--- config.mk ---
export PLATFORM = sky130hd
export DESIGN_NAME = ppm_p6_header_parser
export DESIGN_NICKNAME = d
export VERILOG_FILES = /design/src/ppm_pkg.sv /design/src/ppm_p6_header_parser.sv
export VERILOG_INCLUDE_DIRS = /design/src /design/src/src
export SDC_FILE = /design/constraint.sdc
export NUM_CORES = 1
export LEC_CHECK = 0
export BUFFER_PORTS_ARGS = -buffer_cell sky130_fd_sc_hd__buf_2
export CORE_MARGIN = 5
export CORE_UTILIZATION = 56
export CTS_CLUSTER_DIAMETER = 200
export CTS_CLUSTER_SIZE = 25
export DETAILED_ROUTE_END_ITERATION = 12
export HOLD_SLACK_MARGIN = 0.1
export PLACE_DENSITY = 0.77
export SYNTH_ARGS = -nofsm -noshare
export SYNTH_HDL_FRONTEND = slang
export SYNTH_SLANG_ARGS = --single-unit
--- constraint.sdc ---
create_clock -name clock -period 3.7 [get_ports clock]
set_clock_uncertainty 0.15 [all_clocks]
set_input_delay 0.185 -clock clock [delete_from_list [all_inputs] [get_ports clock]]
set_output_delay 0.185 -clock clock [all_outputs]
set_load 0.005 [all_outputs]
--- src/assert_macros.svh ---
// ---------------------------------------------------------------------------
// assert_macros.svh
// concurrent assertion helpers, compiled out when SYNTH is defined
// ---------------------------------------------------------------------------
`ifndef ASSERT_MACROS_SVH
`define ASSERT_MACROS_SVH

`ifndef SYNTH
// property checked on every clock edge outside reset
`define ASSERT_CLK(name, clk, rst, prop, msg) \
   name: assert property (@(posedge clk) disable iff (rst) (prop)) else $error(msg);
// property checked on every clock edge, reset included
`define ASSERT_ALWAYS(name, clk, prop, msg) \
   name: assert property (@(posedge clk) (prop)) else $error(msg);
`else
`define ASSERT_CLK(name, clk, rst, prop, msg)
`define ASSERT_ALWAYS(name, clk, prop, msg)
`endif

`endif

--- src/ppm_pkg.sv ---
// ---------------------------------------------------------------------------
// ppm_pkg
// shared constants, result type and helpers for the P6 header parser
// ---------------------------------------------------------------------------
`default_nettype none

package ppm_pkg;

   // width of the parsed size values and the number accumulator
   localparam int DIM_BITS  = 16;
   localparam int IMG_W     = 16;
   localparam int ACC_X10_W = DIM_BITS + 4;

   // parser states
   localparam logic [3:0] ST_P    = 4'd0;
   localparam logic [3:0] ST_SIX  = 4'd1;
   localparam logic [3:0] ST_SEP  = 4'd2;
   localparam logic [3:0] ST_W0   = 4'd3;
   localparam logic [3:0] ST_W1   = 4'd4;
   localparam logic [3:0] ST_H0   = 4'd5;
   localparam logic [3:0] ST_H1   = 4'd6;
   localparam logic [3:0] ST_M0   = 4'd7;
   localparam logic [3:0] ST_M1   = 4'd8;
   localparam logic [3:0] ST_PIX  = 4'd9;
   localparam logic [3:0] ST_DONE = 4'd10;
   localparam logic [3:0] ST_ERR  = 4'd11;

   // reported phase
   localparam logic [1:0] PH_HEADER = 2'd0;
   localparam logic [1:0] PH_PIXELS = 2'd1;
   localparam logic [1:0] PH_DONE   = 2'd2;
   localparam logic [1:0] PH_ERROR  = 2'd3;

   // error codes
   localparam logic [3:0] ERR_NONE      = 4'd0;
   localparam logic [3:0] ERR_NO_P      = 4'd1;
   localparam logic [3:0] ERR_NO_6      = 4'd2;
   localparam logic [3:0] ERR_MAGIC_LEN = 4'd3;
   localparam logic [3:0] ERR_EOF_CMT   = 4'd4;
   localparam logic [3:0] ERR_NO_DIGIT  = 4'd5;
   localparam logic [3:0] ERR_NON_DIGIT = 4'd6;
   localparam logic [3:0] ERR_MAXVAL    = 4'd7;
   localparam logic [3:0] ERR_ZERO_SIZE = 4'd8;
   localparam logic [3:0] ERR_TRUNC     = 4'd9;
   localparam logic [3:0] ERR_OVERFLOW  = 4'd10;

   // characters
   localparam logic [7:0] CH_P     = 8'd80;
   localparam logic [7:0] CH_SIX   = 8'd54;
   localparam logic [7:0] CH_HASH  = 8'd35;
   localparam logic [7:0] CH_ZERO  = 8'd48;
   localparam logic [7:0] CH_NINE  = 8'd57;
   localparam logic [7:0] CH_LF    = 8'd10;
   localparam logic [7:0] CH_CR    = 8'd13;
   localparam logic [7:0] CH_TAB   = 8'd9;
   localparam logic [7:0] CH_SPACE = 8'd32;

   localparam logic [DIM_BITS-1:0] MAXVAL_REQ = DIM_BITS'(255);

   localparam logic [1:0] CHAN_BLUE = 2'd2;

   typedef struct packed {
      logic [1:0]       phase;
      logic [3:0]       error_code;
      logic [IMG_W-1:0] image_width;
      logic [IMG_W-1:0] image_height;
      logic             pixel_valid;
      logic [7:0]       pixel_value;
      logic [1:0]       color_channel;
      logic             last_pixel;
   } rsp_type;

   function automatic logic is_ws(input logic [7:0] b);
      return b inside {[CH_TAB:CH_CR], CH_SPACE};
   endfunction

   function automatic logic is_digit(input logic [7:0] b);
      return b inside {[CH_ZERO:CH_NINE]};
   endfunction

endpackage

`default_nettype wire

--- src/ppm_p6_header_parser.sv ---
// ---------------------------------------------------------------------------
// ppm_p6_header_parser
// P6 header parser and pixel tagger, one file byte per transfer
// ---------------------------------------------------------------------------
// Each input transfer carries one file byte (or an end-of-file mark) and
// yields exactly one result transfer. The byte is parsed by single-cycle
// logic against the parser state and the result is written into a two-entry
// output buffer, so a byte can be taken every cycle; req_ready drops only
// when both buffer entries hold results the consumer has not yet taken.
// Errors are sticky and only reset clears them.
`default_nettype none
`include "assert_macros.svh"

module ppm_p6_header_parser
   import ppm_pkg::*;
(
   input  wire logic             clock,
   input  wire logic             reset,
   input  wire logic             req_valid,
   output      logic             req_ready,
   input  wire logic [7:0]       req_data_byte,
   input  wire logic             req_end_of_file,
   output      logic             rsp_valid,
   input  wire logic             rsp_ready,
   output      logic [1:0]       rsp_phase,
   output      logic [3:0]       rsp_error_code,
   output      logic [IMG_W-1:0] rsp_image_width,
   output      logic [IMG_W-1:0] rsp_image_height,
   output      logic             rsp_pixel_valid,
   output      logic [7:0]       rsp_pixel_value,
   output      logic [1:0]       rsp_color_channel,
   output      logic             rsp_last_pixel
);

   // parser state
   logic [3:0]          state_ff,   state_in;
   logic [3:0]          ret_ff,     ret_in;
   logic                cmt_ff,     cmt_in;
   logic [DIM_BITS-1:0] acc_ff,     acc_in;
   logic [DIM_BITS-1:0] width_ff,   width_in;
   logic [DIM_BITS-1:0] height_ff,  height_in;
   logic [1:0]          chan_ff,    chan_in;
   logic [DIM_BITS-1:0] col_ff,     col_in;
   logic [DIM_BITS-1:0] row_ff,     row_in;
   logic [3:0]          err_ff,     err_in;

   // output buffer
   rsp_type             head_ff,    head_in;
   rsp_type             skid_ff,    skid_in;
   logic [1:0]          count_ff,   count_in;

   rsp_type             res;
   logic                push;
   logic                pop;

   logic                eof;
   logic [7:0]          b;
   logic [ACC_X10_W-1:0] acc_ext;
   logic [ACC_X10_W-1:0] acc_x10;
   logic                acc_ovf;
   logic [DIM_BITS:0]   col_next;
   logic [DIM_BITS:0]   row_next;

   assign eof = req_end_of_file;
   assign b   = req_data_byte;

   // acc * 10 + digit, overflow when any bit above the dimension width is set
   assign acc_ext  = ACC_X10_W'(acc_ff);
   assign acc_x10  = (acc_ext << 3) + (acc_ext << 1) + ACC_X10_W'(b[3:0]);
   assign acc_ovf  = |acc_x10[ACC_X10_W-1:DIM_BITS];

   assign col_next = {1'b0, col_ff} + (DIM_BITS+1)'(1);
   assign row_next = {1'b0, row_ff} + (DIM_BITS+1)'(1);

   always_comb begin
      state_in  = state_ff;
      ret_in    = ret_ff;
      cmt_in    = cmt_ff;
      acc_in    = acc_ff;
      width_in  = width_ff;
      height_in = height_ff;
      chan_in   = chan_ff;
      col_in    = col_ff;
      row_in    = row_ff;
      err_in    = err_ff;

      res               = '0;

      if (state_ff == ST_ERR || state_ff == ST_DONE) begin
         // input ignored
      end else if (cmt_ff) begin
         if (eof) begin
            err_in   = ERR_EOF_CMT;
            state_in = ST_ERR;
            cmt_in   = 1'b0;
         end else if (b == CH_LF || b == CH_CR) begin
            cmt_in   = 1'b0;
            state_in = ret_ff;
         end
      end else if (state_ff == ST_PIX) begin
         if (eof) begin
            err_in   = ERR_TRUNC;
            state_in = ST_ERR;
         end else begin
            res.pixel_valid   = 1'b1;
            res.pixel_value   = b;
            res.color_channel = chan_ff;
            if (chan_ff >= CHAN_BLUE) begin
               chan_in = '0;
               if (col_next >= {1'b0, width_ff}) begin
                  col_in = '0;
                  if (row_next >= {1'b0, height_ff}) begin
                     res.last_pixel = 1'b1;
                     state_in       = ST_DONE;
                  end else begin
                     row_in = row_next[DIM_BITS-1:0];
                  end
               end else begin
                  col_in = col_next[DIM_BITS-1:0];
               end
            end else begin
               chan_in = chan_ff + 2'd1;
            end
         end
      end else if (!eof && b == CH_HASH) begin
         cmt_in = 1'b1;
         ret_in = state_ff;
      end else begin
         case (state_ff)
            ST_P: begin
               if (!eof && b == CH_P) state_in = ST_SIX;
               else begin
                  err_in   = ERR_NO_P;
                  state_in = ST_ERR;
               end
            end
            ST_SIX: begin
               if (!eof && b == CH_SIX) state_in = ST_SEP;
               else begin
                  err_in   = ERR_NO_6;
                  state_in = ST_ERR;
               end
            end
            ST_SEP: begin
               if (!eof && is_ws(b)) state_in = ST_W0;
               else begin
                  err_in   = ERR_MAGIC_LEN;
                  state_in = ST_ERR;
               end
            end
            ST_W0, ST_H0, ST_M0: begin
               if (!eof && is_ws(b)) begin
                  // leading whitespace skipped
               end else if (!eof && is_digit(b)) begin
                  // a single digit always fits
                  acc_in   = DIM_BITS'(b[3:0]);
                  state_in = state_ff + 4'd1;
               end else begin
                  err_in   = ERR_NO_DIGIT;
                  state_in = ST_ERR;
               end
            end
            ST_W1, ST_H1, ST_M1: begin
               if (!eof && is_ws(b)) begin
                  acc_in = '0;
                  if (state_ff == ST_W1) begin
                     width_in = acc_ff;
                     state_in = ST_H0;
                  end else if (state_ff == ST_H1) begin
                     height_in = acc_ff;
                     state_in  = ST_M0;
                  end else if (acc_ff != MAXVAL_REQ) begin
                     err_in   = ERR_MAXVAL;
                     state_in = ST_ERR;
                  end else if (width_ff == '0 || height_ff == '0) begin
                     err_in   = ERR_ZERO_SIZE;
                     state_in = ST_ERR;
                  end else begin
                     state_in = ST_PIX;
                     chan_in  = '0;
                     col_in   = '0;
                     row_in   = '0;
                  end
               end else if (!eof && is_digit(b)) begin
                  if (acc_ovf) begin
                     acc_in   = {DIM_BITS{1'b1}};
                     err_in   = ERR_OVERFLOW;
                     state_in = ST_ERR;
                  end else begin
                     acc_in = acc_x10[DIM_BITS-1:0];
                  end
               end else begin
                  err_in   = ERR_NON_DIGIT;
                  state_in = ST_ERR;
               end
            end
            default: begin
               state_in = ST_ERR;
            end
         endcase
      end

      case (state_in)
         ST_ERR:  res.phase = PH_ERROR;
         ST_DONE: res.phase = PH_DONE;
         ST_PIX:  res.phase = PH_PIXELS;
         default: res.phase = PH_HEADER;
      endcase
      res.error_code   = err_in;
      res.image_width  = IMG_W'(width_in);
      res.image_height = IMG_W'(height_in);
   end

   // two-entry output buffer: head drives the ports, skid catches a stalled result
   assign req_ready = (count_ff != 2'd2);
   assign rsp_valid = (count_ff != 2'd0);
   assign push      = req_valid && req_ready;
   assign pop       = rsp_valid && rsp_ready;

   always_comb begin
      head_in  = head_ff;
      skid_in  = skid_ff;
      count_in = count_ff;
      case (count_ff)
         2'd0: begin
            if (push) begin
               head_in  = res;
               count_in = 2'd1;
            end
         end
         2'd1: begin
            if (push && pop) begin
               head_in = res;
            end else if (push) begin
               skid_in  = res;
               count_in = 2'd2;
            end else if (pop) begin
               count_in = 2'd0;
            end
         end
         2'd2: begin
            if (pop) begin
               head_in  = skid_ff;
               count_in = 2'd1;
            end
         end
         default: begin
            count_in = 2'd0;
         end
      endcase
   end

   always_ff @(posedge clock) begin
      if (reset) begin
         state_ff  <= ST_P;
         ret_ff    <= ST_P;
         cmt_ff    <= 1'b0;
         acc_ff    <= '0;
         width_ff  <= '0;
         height_ff <= '0;
         chan_ff   <= '0;
         col_ff    <= '0;
         row_ff    <= '0;
         err_ff    <= ERR_NONE;
         count_ff  <= 2'd0;
      end else begin
         if (push) begin
            state_ff  <= state_in;
            ret_ff    <= ret_in;
            cmt_ff    <= cmt_in;
            acc_ff    <= acc_in;
            width_ff  <= width_in;
            height_ff <= height_in;
            chan_ff   <= chan_in;
            col_ff    <= col_in;
            row_ff    <= row_in;
            err_ff    <= err_in;
         end
         count_ff <= count_in;
      end
   end

   always_ff @(posedge clock) begin
      head_ff <= head_in;
      skid_ff <= skid_in;
   end

   assign rsp_phase         = head_ff.phase;
   assign rsp_error_code    = head_ff.error_code;
   assign rsp_image_width   = head_ff.image_width;
   assign rsp_image_height  = head_ff.image_height;
   assign rsp_pixel_valid   = head_ff.pixel_valid;
   assign rsp_pixel_value   = head_ff.pixel_value;
   assign rsp_color_channel = head_ff.color_channel;
   assign rsp_last_pixel    = head_ff.last_pixel;

   `ASSERT_CLK(a_err_sticks, clock, reset, state_ff == ST_ERR |=> state_ff == ST_ERR, "error state left without reset")
   `ASSERT_CLK(a_err_code_match, clock, reset, (err_ff != ERR_NONE) == (state_ff == ST_ERR), "error code and parser state disagree")
   `ASSERT_CLK(a_pix_phase, clock, reset, (rsp_valid && rsp_pixel_valid) |-> (rsp_phase == PH_PIXELS || rsp_phase == PH_DONE), "pixel result outside pixel phase")
   `ASSERT_CLK(a_last_done, clock, reset, (rsp_valid && rsp_last_pixel) |-> (rsp_phase == PH_DONE && rsp_color_channel == CHAN_BLUE), "last pixel without completion")
   `ASSERT_CLK(a_ready_full, clock, reset, !req_ready |-> (rsp_valid && count_ff == 2'd2), "input stalled while buffer has room")

endmodule

`default_nettype wire

# Word level (Yosys, flattened, before mapping)
# Index checks and enable logic that the tools add are counted.
[word_totals]
mem_bits_rw = 0
register_bits = 197
inputBits = 13
rom_bits = 0
latchBits = 0
output_inout_bits = 52
word_cells = 234
n_memories = 0
[op_classes]
n_reduce_logical = 36
shift = 0
multipliers = 0
n_eq_ne = 41
bitwise = 5
add_sub_neg = 6
magnitude_cmp = 7
div_mod_pow = 0
n_mux = 112
[op_table]
columns = ["op", "count"]
rows = [
  ["16-bit 2-to-1 mux", 36],
  ["4-bit 2-to-1 mux", 38],
  ["50-bit 2-to-1 mux", 3],
  ["50-bit one-hot mux with 3 select lines", 1],
  ["12-bit 2-to-1 mux", 4],
  ["4-bit one-hot mux with 5 select lines", 2],
  ["16-bit by 1-bit adder with 17-bit output, second input constant", 2],
  ["17-bit by 16-bit >= comparator with 1-bit output", 2],
  ["2-bit 2-to-1 mux", 17],
  ["16-bit logical NOT", 2],
  ["16-bit one-hot mux with 2 select lines", 1],
  ["4-bit equality test, second input constant", 7],
  ["2-bit != test, second input constant", 14],
  ["8-bit by 6-bit equality test with 1-bit output, second input constant", 3],
  ["19-bit by 17-bit adder with 20-bit output", 1],
  ["20-bit by 4-bit adder with 20-bit output", 1],
  ["4-bit by 3-bit equality test with 1-bit output, second input constant", 4],
  ["8-bit by 4-bit equality test with 1-bit output, second input constant", 2],
  ["16-bit by 8-bit != test with 1-bit output, second input constant", 1],
  ["14-bit AND reduction", 1],
  ["2-bit one-hot mux with 3 select lines", 2],
  ["12-bit AND reduction", 1],
  ["11-bit AND reduction", 1],
  ["1-bit logical AND", 10],
  ["29 further kinds", 51],
]

# Logic depth before layout (Yosys ltp)
# Gate-level depths: netlist of the first run.
[depth]
ltp_word = 16
depth_mapped = 18
depth_no_buf = 16

# Worst setup path before layout of the first run
# Ideal clock, no wire load.
[synth_path]
path_type = "register to register"
start = "register row_ff[2]"
end = "register head_ff, in the netlist rsp_phase[0] (data pin)"
setup_time_ps = 260
synth_period_minus_slack_ps = 4011
n_path_buf = 0
path_stages_with_launch = 17
t_arrival_ps = 3600
setup_slack_ps = -311
t_required_ps = 3290
path_cell_list = "dfxtp_1 nand3_1 nor2_1 nand3_1 nor3_1 nand3_1 xnor2_1 ha_1 nand4_1 o41ai_1 a211oi_1 a31oi_1 o22ai_1 o21ai_0 a211oi_1 a41o_1 mux2_4"
[synth_rtl]
columns = ["element", "line", "source"]
rows = [
  ["start: declaration", "ppm_p6_header_parser.sv:44", "logic [DIM_BITS-1:0] row_ff, row_in;"],
  ["start signal: assignment", "ppm_p6_header_parser.sv:276", "row_ff <= row_in;"],
  ["end signal: assignment", "ppm_p6_header_parser.sv:284", "head_ff <= head_in;"],
  ["end: declaration", "ppm_p6_header_parser.sv:48", "rsp_type head_ff, head_in;"],
]

==> run_results.csv, run 1 <==
group,metric,value,unit
routing,wl_per_cell,20.3,um
sta,slew_violations,0,
floorplan,die_w,154,um
routing,viasPerCell,6.23,
finish,multi_input_area,6590,um2
finish,fin_nets,1562,
routing,wirelength,35.8,mm
routing,first_iter_violations,1349,
global_routing,antenna_found_initial,1,
clock_tree,clkTransAtPathRegs,0.08,ns
finish,nFillCells,1420,
clock_tree,cts.htree.levels,4,
global_routing,track_usage,0.283,
worst_hold_path,hold_path.startpoint,"req_data_byte[3]",
critical_path,reg2reg_depth,17,
critical_path,crit_required,3.75,ns
critical_path,end_kind,"flop",
finish,area_growth,25.8,%
clock_tree,cts_buffer_depth,2,
placement,place_congestion,0.973,
synth,synthesis.nets,1370,
global_routing,grt_max_degree,79,
worst_hold_path,min_path_cells,4,
floorplan,die_area,23700,um2
synth,syn_avg_cell_area,9.04,um2
floorplan,ios,65,
pwr,total_power,5.57,mW
sta,fin_ws,-0.106,ns
sta,relSlewSlack,0.241,
critical_path,worst-endpoint-arrival,3.86,ns
finish,regArea,4960,um2
synth,synth-seq-area-share,0.425,
routing,drtPass1Iterations,6,
sta,setup_viol,1,
synth,synthCells,1286,
sta,finalHoldViolCount,0,
sta,fmax,263,MHz
synth,synthFlopType,"edfxtp_1",
worst_hold_path,whs_endpoint,"acc_ff[3]$_SDFFE_PP0P_",
global_routing,overflow,0,
sta,rsz0062_at_grt,"yes",
clock_tree,numCtsBuffers,17,
clock_tree,cts-root-buf,"clkbuf_16",
outcome,violations,"setup timing",
critical_path,r2r-end,"rsp_phase[0]$_DFFE_PP_",
routing,num_vias,11000,
clock_tree,clkLatencyLatePin,0.46,ns
global_routing,grt_pass1_vias,10100,
critical_path,crit_path_start_kind,"flop",
floorplan,start_util,0.571,
pwr,cellPowerDensity,381,nW/um2
floorplan,coreArea,20400,um2
flow_run,drv_cap,0,
sta,period_minus_slack,3.81,ns
sta,fin_crit_sh,1.03,
clock_tree,numClockSinks,197,
finish,n_antenna_cell,0,
critical_path,critPathKind,"flop to flop",
sta,tightest_slew,1.14,ns
placement,portBuffers,64,
clock_tree,tritoncts,"built",
placement,hpwl,24.5,mm
routing,drc,0,
routing,ant_nets,0,
synth,async_flop_share,0,
synth,synth_warnings,0,
outcome,outcome,"finished with violations",
worst_hold_path,hold_class,"primary input to flop",
sta,holdWs,0.116,ns
synth,ys_types,80,
synth,synth_area,11600,um2
global_routing,grt_pass1_wl,53.9,mm
floorplan,core.rowCount,52,
critical_path,r2r-start,"col_ff[0]$_SDFFE_PP0P_",
synth,synth_edf_count,100,
pwr,ir_drop,0.306,mV
critical_path,timing.reg2reg.setup_slack,-0.11,ns
placement,preCtsSetupSlack,-0.279,ns
synth,synth-seq-cells,197,
finish,drive_gt1_frac,0.267,
critical_path,critPathMaxFanout,4,
pwr,leakage,6.49,nW
floorplan,fp.dieH,154,um
[power by group]
group          internal [mW]  switching, mW
Clock                  0.973           1.06
Sequential              2.45         0.0946
Combinational          0.404          0.591
[final cells by class]
cell class / count / area share
Clock buffer: 17 / 0.0291
Sequential cell: 197 / 0.339
Clock inverter: 15 / 0.0160
Multi-Input combinational cell: 935 / 0.451
Inverter: 86 / 0.0222
Tap cell: 270 / 0.0231
Timing Repair Buffer: 241 / 0.120
[worst max path at each step]
| stage | startpoint | cells past startpoint | endpoint | slack, ns |
|---|---|---|---|---|
| final | col_ff[0]$_SDFFE_PP0P_ | 17 | rsp_phase[0]$_DFFE_PP_ | -0.11 |
| after global routing | col_ff[1]$_SDFFE_PP0P_ | 17 | rsp_phase[0]$_DFFE_PP_ | -0.27 |
| after CTS | acc_ff[2]$_SDFFE_PP0P_ | 13 | rsp_phase[0]$_DFFE_PP_ | -0.02 |
| after global placement | req_data_byte[3] | 15 | rsp_phase[0]$_DFFE_PP_ | -0.09 |
| after detailed placement | col_ff[0]$_SDFFE_PP0P_ | 16 | rsp_phase[0]$_DFFE_PP_ | -0.28 |
| after floorplan | col_ff[0]$_SDFFE_PP0P_ | 15 | row_ff[10]$_SDFFE_PP0P_ | -0.15 |
[metrics by stage]
stage,area (um2),std cells,util,setup TNS [ns]
after floorplan,11600,1286,-,-1.76
after global placement,13100,1690,0.641,-0.179
after detailed placement,13100,1690,0.641,-2.12
after CTS,14000,1744,0.688,-0.0172
after global routing,14600,1761,0.718,-4.73
final,14600,1761,0.718,-0.106
[placed cells by master, fill, tap and decap left out, drive strengths merged, types with 4 or more instances in the layout]
master | Yosys | routed
xnor2 | 23 | 23
nor3b | 4 | 4
a22oi | 8 | 8
and2 | 12 | 12
nor4 | 14 | 14
or3 | 9 | 9
nor2b | 11 | 11
a2111oi | 5 | 5
clkinv | 0 | 4
xor2 | 17 | 17
o41ai | 5 | 5
dlygate4sd3 | 0 | 8
o31ai | 10 | 10
nand3b | 14 | 14
edfxtp | 100 | 100
inv | 86 | 97
a31oi | 9 | 9
buf | 18 | 232
nand2 | 91 | 91
nand3 | 31 | 32
a21oi | 133 | 133
ha | 69 | 69
mux2 | 12 | 12
a21o | 16 | 16
clkbuf | 51 | 18
nand2b | 5 | 5
mux2i | 35 | 35
o211ai | 19 | 19
nor3 | 20 | 20
dfxtp | 97 | 97
a211oi | 42 | 42
nand4 | 19 | 19
o22ai | 6 | 6
o21ai | 71 | 71
a311oi | 5 | 5
or4 | 5 | 5
and3 | 15 | 15
nor2 | 162 | 162
[registers in the layout, summed over array words and instances, names as in the netlist, 16 cells and up]
name	cells
row_ff	16
acc_ff	16
width_ff	16
rsp_image_height	16
rsp_image_width	16
col_ff	16
height_ff	16
skid_ff	50
[critical path, cell delays in order, from the launching register on]
cell      delay, ns
dfxtp_4        0.38
nand3_2        0.10
nor2_4         0.11
buf_4          0.12
nand3_1        0.12
nor2_2         0.15
nand3_2        0.12
xnor2_1        0.16
ha_1           0.31
nand2_1        0.09
nor4_2         0.34
a21boi_2       0.25
o41a_1         0.28
o22ai_4        0.12
o21ai_2        0.16
a211oi_2       0.06
a41o_1         0.25
mux2_4         0.26
[Yosys cell counts (23+ instances only)]
library cell,count,area [um2]
nand3_1,29,145
ha_1,69,863
nor2_1,161,604
mux2i_1,35,350
clkbuf_1,50,188
edfxtp_1,100,3000
dfxtp_1,97,1940
a21oi_1,132,661
nand2_1,91,342
a211oi_1,40,300
xnor2_1,23,201
o21ai_0,59,295
inv_1,84,315
[per-layer routing]
metal	track usage	wire, um
met5	0	0
met4	0.0946	1050
met1	0.408	14800
met3	0.0506	3510
met2	0.434	16400
[what timing repair did]
action / CTS / global route
hold buffers: 8 / 0
setup buffers: 14 / 16
hold endpoints to repair: 11 / 0
gates cloned: 0 / 2
pin swaps: 16 / 71
resized for setup: 33 / 105
endpoints found under the setup margin: 30 / 83
[kinds of logic after synthesis]
group / after synthesis / synth area share
compound gates: 350 / 0.191
xor+xnor: 40 / 0.0301
simple gates: 426 / 0.180
flops: 197 / 0.425
buf+inv: 155 / 0.0538
mux: 47 / 0.0421
fa+ha+maj: 71 / 0.0777
No activity file was read; power rests on OpenSTA's default activity.
==> inputs of run 2 (changes only) <==
--- a/config.mk
+++ b/config.mk
@@ -9,4 +9,6 @@
 export BUFFER_PORTS_ARGS = -buffer_cell sky130_fd_sc_hd__buf_2
+export CELL_PAD_IN_SITES_DETAIL_PLACEMENT = 1
+export CELL_PAD_IN_SITES_GLOBAL_PLACEMENT = 1
 export CORE_MARGIN = 5
-export CORE_UTILIZATION = 56
+export CORE_UTILIZATION = 43
 export CTS_CLUSTER_DIAMETER = 200
@@ -15,3 +17,3 @@
 export HOLD_SLACK_MARGIN = 0.1
-export PLACE_DENSITY = 0.77
+export PLACE_DENSITY = 0.76
 export SYNTH_ARGS = -nofsm -noshare
--- a/constraint.sdc
+++ b/constraint.sdc
@@ -4,2 +4,2 @@
 set_output_delay 0.185 -clock clock [all_outputs]
-set_load 0.005 [all_outputs]
+set_load 0.01 [all_outputs]
==> run 2 against run 1 <==
The flow still finishes with violations (setup timing). Flip-flop and latch count stayed put. Utilization is 15 points lower. First-iteration DRC count is 18% lower. Register-to-register slack worse by 0.22 ns. Sequential power hardly changed. Via count is 5.6% higher. Largest power group unchanged.
==> run_results.csv, run 2 (synthesis gave the netlist of run 1 again) <==
group,metric,value,unit
placement,place_congestion,0.958,
clock_tree,numCtsBuffers,17,
floorplan,start_util,0.434,
global_routing,grt_max_degree,85,
critical_path,path_buf_inv,5,
critical_path,critPathKind,"flop to flop",
finish,final_common_cell,"buf_4",
placement,hpwl,28.5,mm
sta,holdWs,0.151,ns
global_routing,overflow,0,
sta,fmax,249,MHz
critical_path,critPathMaxFanout,4,
finish,fin_nets,1578,
global_routing,track_usage,0.257,
finish,finalNonFillerCells,1848,
sta,relSlewSlack,0.270,
critical_path,crit_path_start_kind,"flop",
floorplan,ios,65,
clock_tree,clkLatencyLatePin,0.46,ns
clock_tree,cts_buffer_depth,2,
floorplan,die_w,174,um
clock_tree,clkTransAtPathRegs,0.09,ns
finish,utilization,0.570,
routing,wl_per_cell,25.0,um
pwr,leakage,6.70,nW
pwr,cellPowerDensity,377,nW/um2
worst_hold_path,min_path_cells,3,
critical_path,cp_slowest_stage_delay,0.51,ns
clock_tree,tritoncts,"built",
finish,drive_gt1_frac,0.311,
critical_path,worstPathCellList,"inv_2 -> fa_1 -> inv_2 -> ha_1 -> a21oi_2 -> nor2_2 -> buf_4 -> o2111ai_2 -> nand3_1 -> a32o_2 -> buf_12 -> a211oi_4 -> buf_6 -> a211oi_4 -> a41o_1 -> mux2_4",
critical_path,worst-endpoint-arrival,4.09,ns
global_routing,grt_pass1_vias,11100,
critical_path,cp.depth,16,
sta,finalHoldViolCount,0,
critical_path,crit_slowest_cell,"fa_1",
flow_run,drv_cap,0,
sta,period_minus_slack,4.02,ns
floorplan,die_area,30400,um2
clock_tree,numClockSinks,197,
outcome,outcome,"finished with violations",
global_routing,grt_pass1_wl,62.1,mm
critical_path,crit_required,3.76,ns
global_routing,antenna_found_initial,2,
routing,wirelength,46.3,mm
sta,fin_crit_sh,1.09,
routing,num_vias,11600,
sta,tightest_slew,1.10,ns
clock_tree,cts-root-buf,"clkbuf_16",
critical_path,cp_top_family,"compound AO/OA/AOI/OAI gates",
sta,rsz0062_at_grt,"yes",
floorplan,core.rowCount,60,
finish,n_antenna_cell,0,
sta,setup_viol,54,
routing,first_iter_violations,1106,
placement,portBuffers,64,
finish,area_growth,31.4,%
finish,largest_reg_flops,50,
finish,final_cell_mix,"buf_4 (154), nor2_1 (150), a21oi_1 (112)",
critical_path,reg2reg_depth,16,
placement,post-place-cells,1759,
routing,ant_nets,0,
sta,slew_violations,0,
outcome,violations,"setup timing",
routing,drc,0,
sta,fin_ws,-0.323,ns
critical_path,end_kind,"flop",
routing,drtPass1Iterations,6,
routing,viasPerCell,6.27,
floorplan,coreArea,26800,um2
floorplan,fp.dieH,174,um
finish,regMostFlops,"skid_ff",
worst_hold_path,hold_class,"primary input to flop",
pwr,ir_drop,0.253,mV
clock_tree,cts.htree.levels,4,
run 2: worst reg2reg max path: cells and delay by family (launching register included):
family | cells | cell delay, ns
compound gates | 6 | 1.39
fa+ha+maj | 2 | 0.81
buf+inv | 5 | 0.56
flops | 1 | 0.35
mux | 1 | 0.27
simple gates | 2 | 0.25
run 2: path summary, 6_finish.rpt:
kind / to / slack [ns] / start
setup / recovery: rsp_phase[0]$_DFFE_PP_ / -0.32 / acc_ff[0]$_SDFFE_PP0P_
hold / removal: skid_ff[5]$_DFFE_PP_ / 0.15 / req_data_byte[2]
setup reg to reg: rsp_phase[0]$_DFFE_PP_ / -0.32 / acc_ff[0]$_SDFFE_PP0P_
hold reg to reg: row_ff[8]$_SDFFE_PP0P_ / 0.37 / row_ff[8]$_SDFFE_PP0P_
run 2: metrics by stage:
step / TNS, ns / cell area [um2] / worst slack [ns] / total power [mW]
final: -7.17 / 15300 / -0.323 / 5.76
after floorplan: -1.76 / 11600 / -0.151 / 3.13
after global routing: -14.57 / 15300 / -0.401 / 5.95
after CTS: -0.0218 / 14200 / -0.0218 / 5.63
after detailed placement: -2.69 / 13100 / -0.279 / 3.52
after global placement: -0.401 / 13100 / -0.104 / 3.48
run 2: area by class of cell:
cell class / instances / area [um2]
clock inverter: 15 / 230
multi-input combinational: 934 / 6900
fill: 2965 / 11500
inverter: 86 / 335
timing repair buffer: 258 / 1990
clock buffer: 17 / 425
sequential: 197 / 4970
tap: 341 / 427
run 2: routing by layer:
metal / GRT usage / part of all wire / vias up
met5: 0 / 0.00043 / -
met4: 0.0828 / 0.037 / 2
met3: 0.0383 / 0.076 / 151
met2: 0.422 / 0.48 / 611
met1: 0.349 / 0.41 / 5737
li1: - / - / 5089
run 2: report_power, final:
| part | internal [mW] | switching, mW | total [mW] |
|---|---|---|---|
| clock network | 0.976 | 1.14 | 2.11 |
| logic | 0.409 | 0.690 | 1.10 |
| registers | 2.45 | 0.100 | 2.55 |
| total | 3.84 | 1.93 | 5.76 |
run 2: repair_timing:
action	4_1_cts	5_1_grt
buffers inserted	20	35
pin swaps	26	108
gates cloned	0	3
resized for setup	47	200
hold endpoints to repair	8	0
hold buffers	7	0
setup endpoints to repair	33	80
==> inputs of run 3 (changes only) <==
Settings changed: SETUP_SLACK_MARGIN set to 0.15.
==> run 3 against run 2 <==
The run still ends with setup timing left. First-iteration DRC count fell by 9.5%. Largest cell class unchanged. Utilization fell by 0.54 points. Die area did not move. Cell area fell by 0.94%. Combinational power fell by 4%. Clock-buffer cell count did not move. Sequential power barely moved. Highest routed layer unchanged. Global-route usage fell by 0.30 points. Critical path depth fell by 1. Critical path type unchanged. Clock power barely moved.
==> run_results.csv, run 3 (synthesis gave the netlist of run 1 again) <==
group,metric,value,unit
outcome,outcome,"finished with violations",
outcome,violations,"setup timing",
sta,holdWs,0.115,ns
finish,final_cell_mix,"nor2_1 (153), buf_4 (145), a21oi_1 (111)",
global_routing,grt_pass1_vias,11000,
clock_tree,cts.htree.levels,4,
critical_path,worst-endpoint-arrival,3.97,ns
finish,n_antenna_cell,0,
sta,tightest_slew,1.03,ns
clock_tree,tritoncts,"built",
finish,fin_nets,1561,
global_routing,grt_max_degree,88,
global_routing,grt_pass1_wl,61.5,mm
placement,portBuffers,64,
sta,fmax,258,MHz
clock_tree,numClockSinks,197,
finish,area_growth,30.2,%
routing,drc,0,
floorplan,die_w,174,um
critical_path,crit_required,3.79,ns
clock_tree,clkTransAtPathRegs,0.10,ns
global_routing,track_usage,0.254,
placement,place_congestion,0.928,
critical_path,crit_path_start_kind,"flop",
sta,relSlewSlack,0.312,
sta,setup_viol,37,
critical_path,end_kind,"flop",
finish,stdcell_area,15100,um2
finish,regMostFlops,"skid_ff",
routing,drtPass1Iterations,5,
routing,wl_per_cell,23.1,um
clock_tree,cts-root-buf,"clkbuf_16",
floorplan,start_util,0.434,
pwr,leakage,6.59,nW
worst_hold_path,hold_class,"primary input to flop",
routing,wirelength,42.3,mm
clock_tree,numCtsBuffers,17,
floorplan,ios,65,
floorplan,die_area,30400,um2
pwr,cellPowerDensity,378,nW/um2
sta,fin_ws,-0.179,ns
global_routing,antenna_found_initial,1,
placement,place_area,13200,um2
floorplan,fp.dieH,174,um
critical_path,critPathKind,"flop to flop",
critical_path,timing.reg2reg.setup_slack,-0.18,ns
clock_tree,cts_buffer_depth,2,
global_routing,overflow,0,
clock_tree,clkLatencyLatePin,0.47,ns
critical_path,critPathMaxFanout,3,
placement,hpwl,28.0,mm
sta,rsz0062_at_grt,"yes",
finish,largest_reg_flops,50,
sta,fin_crit_sh,1.05,
finish,drive_gt1_frac,0.299,
routing,viasPerCell,6.06,
pwr,total_power,5.72,mW
floorplan,coreArea,26800,um2
routing,first_iter_violations,1001,
pwr,ir_drop,0.219,mV
sta,slew_violations,0,
floorplan,core.rowCount,60,
sta,finalHoldViolCount,0,
finish,nFillCells,2948,
flow_run,drv_cap,0,
finish,final_common_cell,"nor2_1",
routing,num_vias,11100,
routing,ant_nets,0,
sta,period_minus_slack,3.88,ns
-- run 3: changes by cell type in the layout (fill, tap and decap cells not counted), moves of 5 or more --
cell | before | now
o21ai_1 | 18 | 8
nor2_2 | 8 | 2
buf_4 | 154 | 145
dfxtp_1 | 82 | 88
dfxtp_2 | 11 | 6
o21ai_2 | 17 | 22
o21ai_0 | 33 | 38
buf_6 | 26 | 14
-- run 3: report_power, final --
group | internal (mW) | total, mW | switching, mW
clock network | 0.969 | 2.10 | 1.13
logic | 0.420 | 1.06 | 0.643
registers | 2.45 | 2.56 | 0.105
-- run 3: repair_timing --
action / CTS / global route
endpoints found under the setup margin: 65 / 85
gates resized for setup: 72 / 136
hold buffers: 7 / 0
gates cloned: 1 / 3
endpoints found under the hold margin: 9 / 0
pin swaps: 52 / 87
buffers inserted: 18 / 20
-- run 3: layout make-up --
type | count | area (um2) | area share
sequential | 197 | 4960 | 0.328
inverter | 86 | 335 | 0.0222
tap | 341 | 427 | 0.0282
clock inverter | 15 | 231 | 0.0153
timing repair buffer | 241 | 1870 | 0.124
multi-input combinational | 934 | 6880 | 0.455
clock buffer | 17 | 425 | 0.0281
-- run 3: metal layers --
metal | track usage | vias up | part of all wire
met1 | 0.340 | 5521 | 0.43
li1 | - | 5048 | -
met3 | 0.0422 | 98 | 0.059
met2 | 0.422 | 422 | 0.48
met4 | 0.0782 | 2 | 0.031
met5 | 0 | - | 0.00026
-- run 3: critical path, stage by stage, from the launching register on --
cell	delay [ns]
dfxtp_4	0.38
ha_4	0.14
nand4_1	0.16
nor3_4	0.23
nand4_1	0.21
xnor2_1	0.19
ha_1	0.36
nand4_1	0.19
nor4_2	0.24
and3_1	0.31
a211o_1	0.24
o22ai_4	0.13
o21ai_2	0.15
a211oi_2	0.07
a41o_1	0.23
mux2_4	0.26
-- run 3: path summary, 6_finish.rpt --
path / from / to / depth (start not counted)
max: col_ff[0]$_SDFFE_PP0P_ / rsp_phase[0]$_DFFE_PP_ / 15
min reg2reg: ret_ff[0]$_SDFFE_PP0P_ / ret_ff[0]$_SDFFE_PP0P_ / 2
min: req_data_byte[3] / acc_ff[3]$_SDFFE_PP0P_ / 4
max reg2reg: col_ff[0]$_SDFFE_PP0P_ / rsp_phase[0]$_DFFE_PP_ / 15
-- run 3: through the flow --
stage	setup TNS [ns]	setup WS, ns	utilization	cells
floorplan	0	0.101	-	1286
global placement	-0.482	-0.0967	0.491	1750
detailed placement	-3.97	-0.319	0.491	1750
CTS	-0.125	-0.0495	0.535	1808
global route	-8.82	-0.307	0.565	1831
finish	-2.49	-0.179	0.565	1831
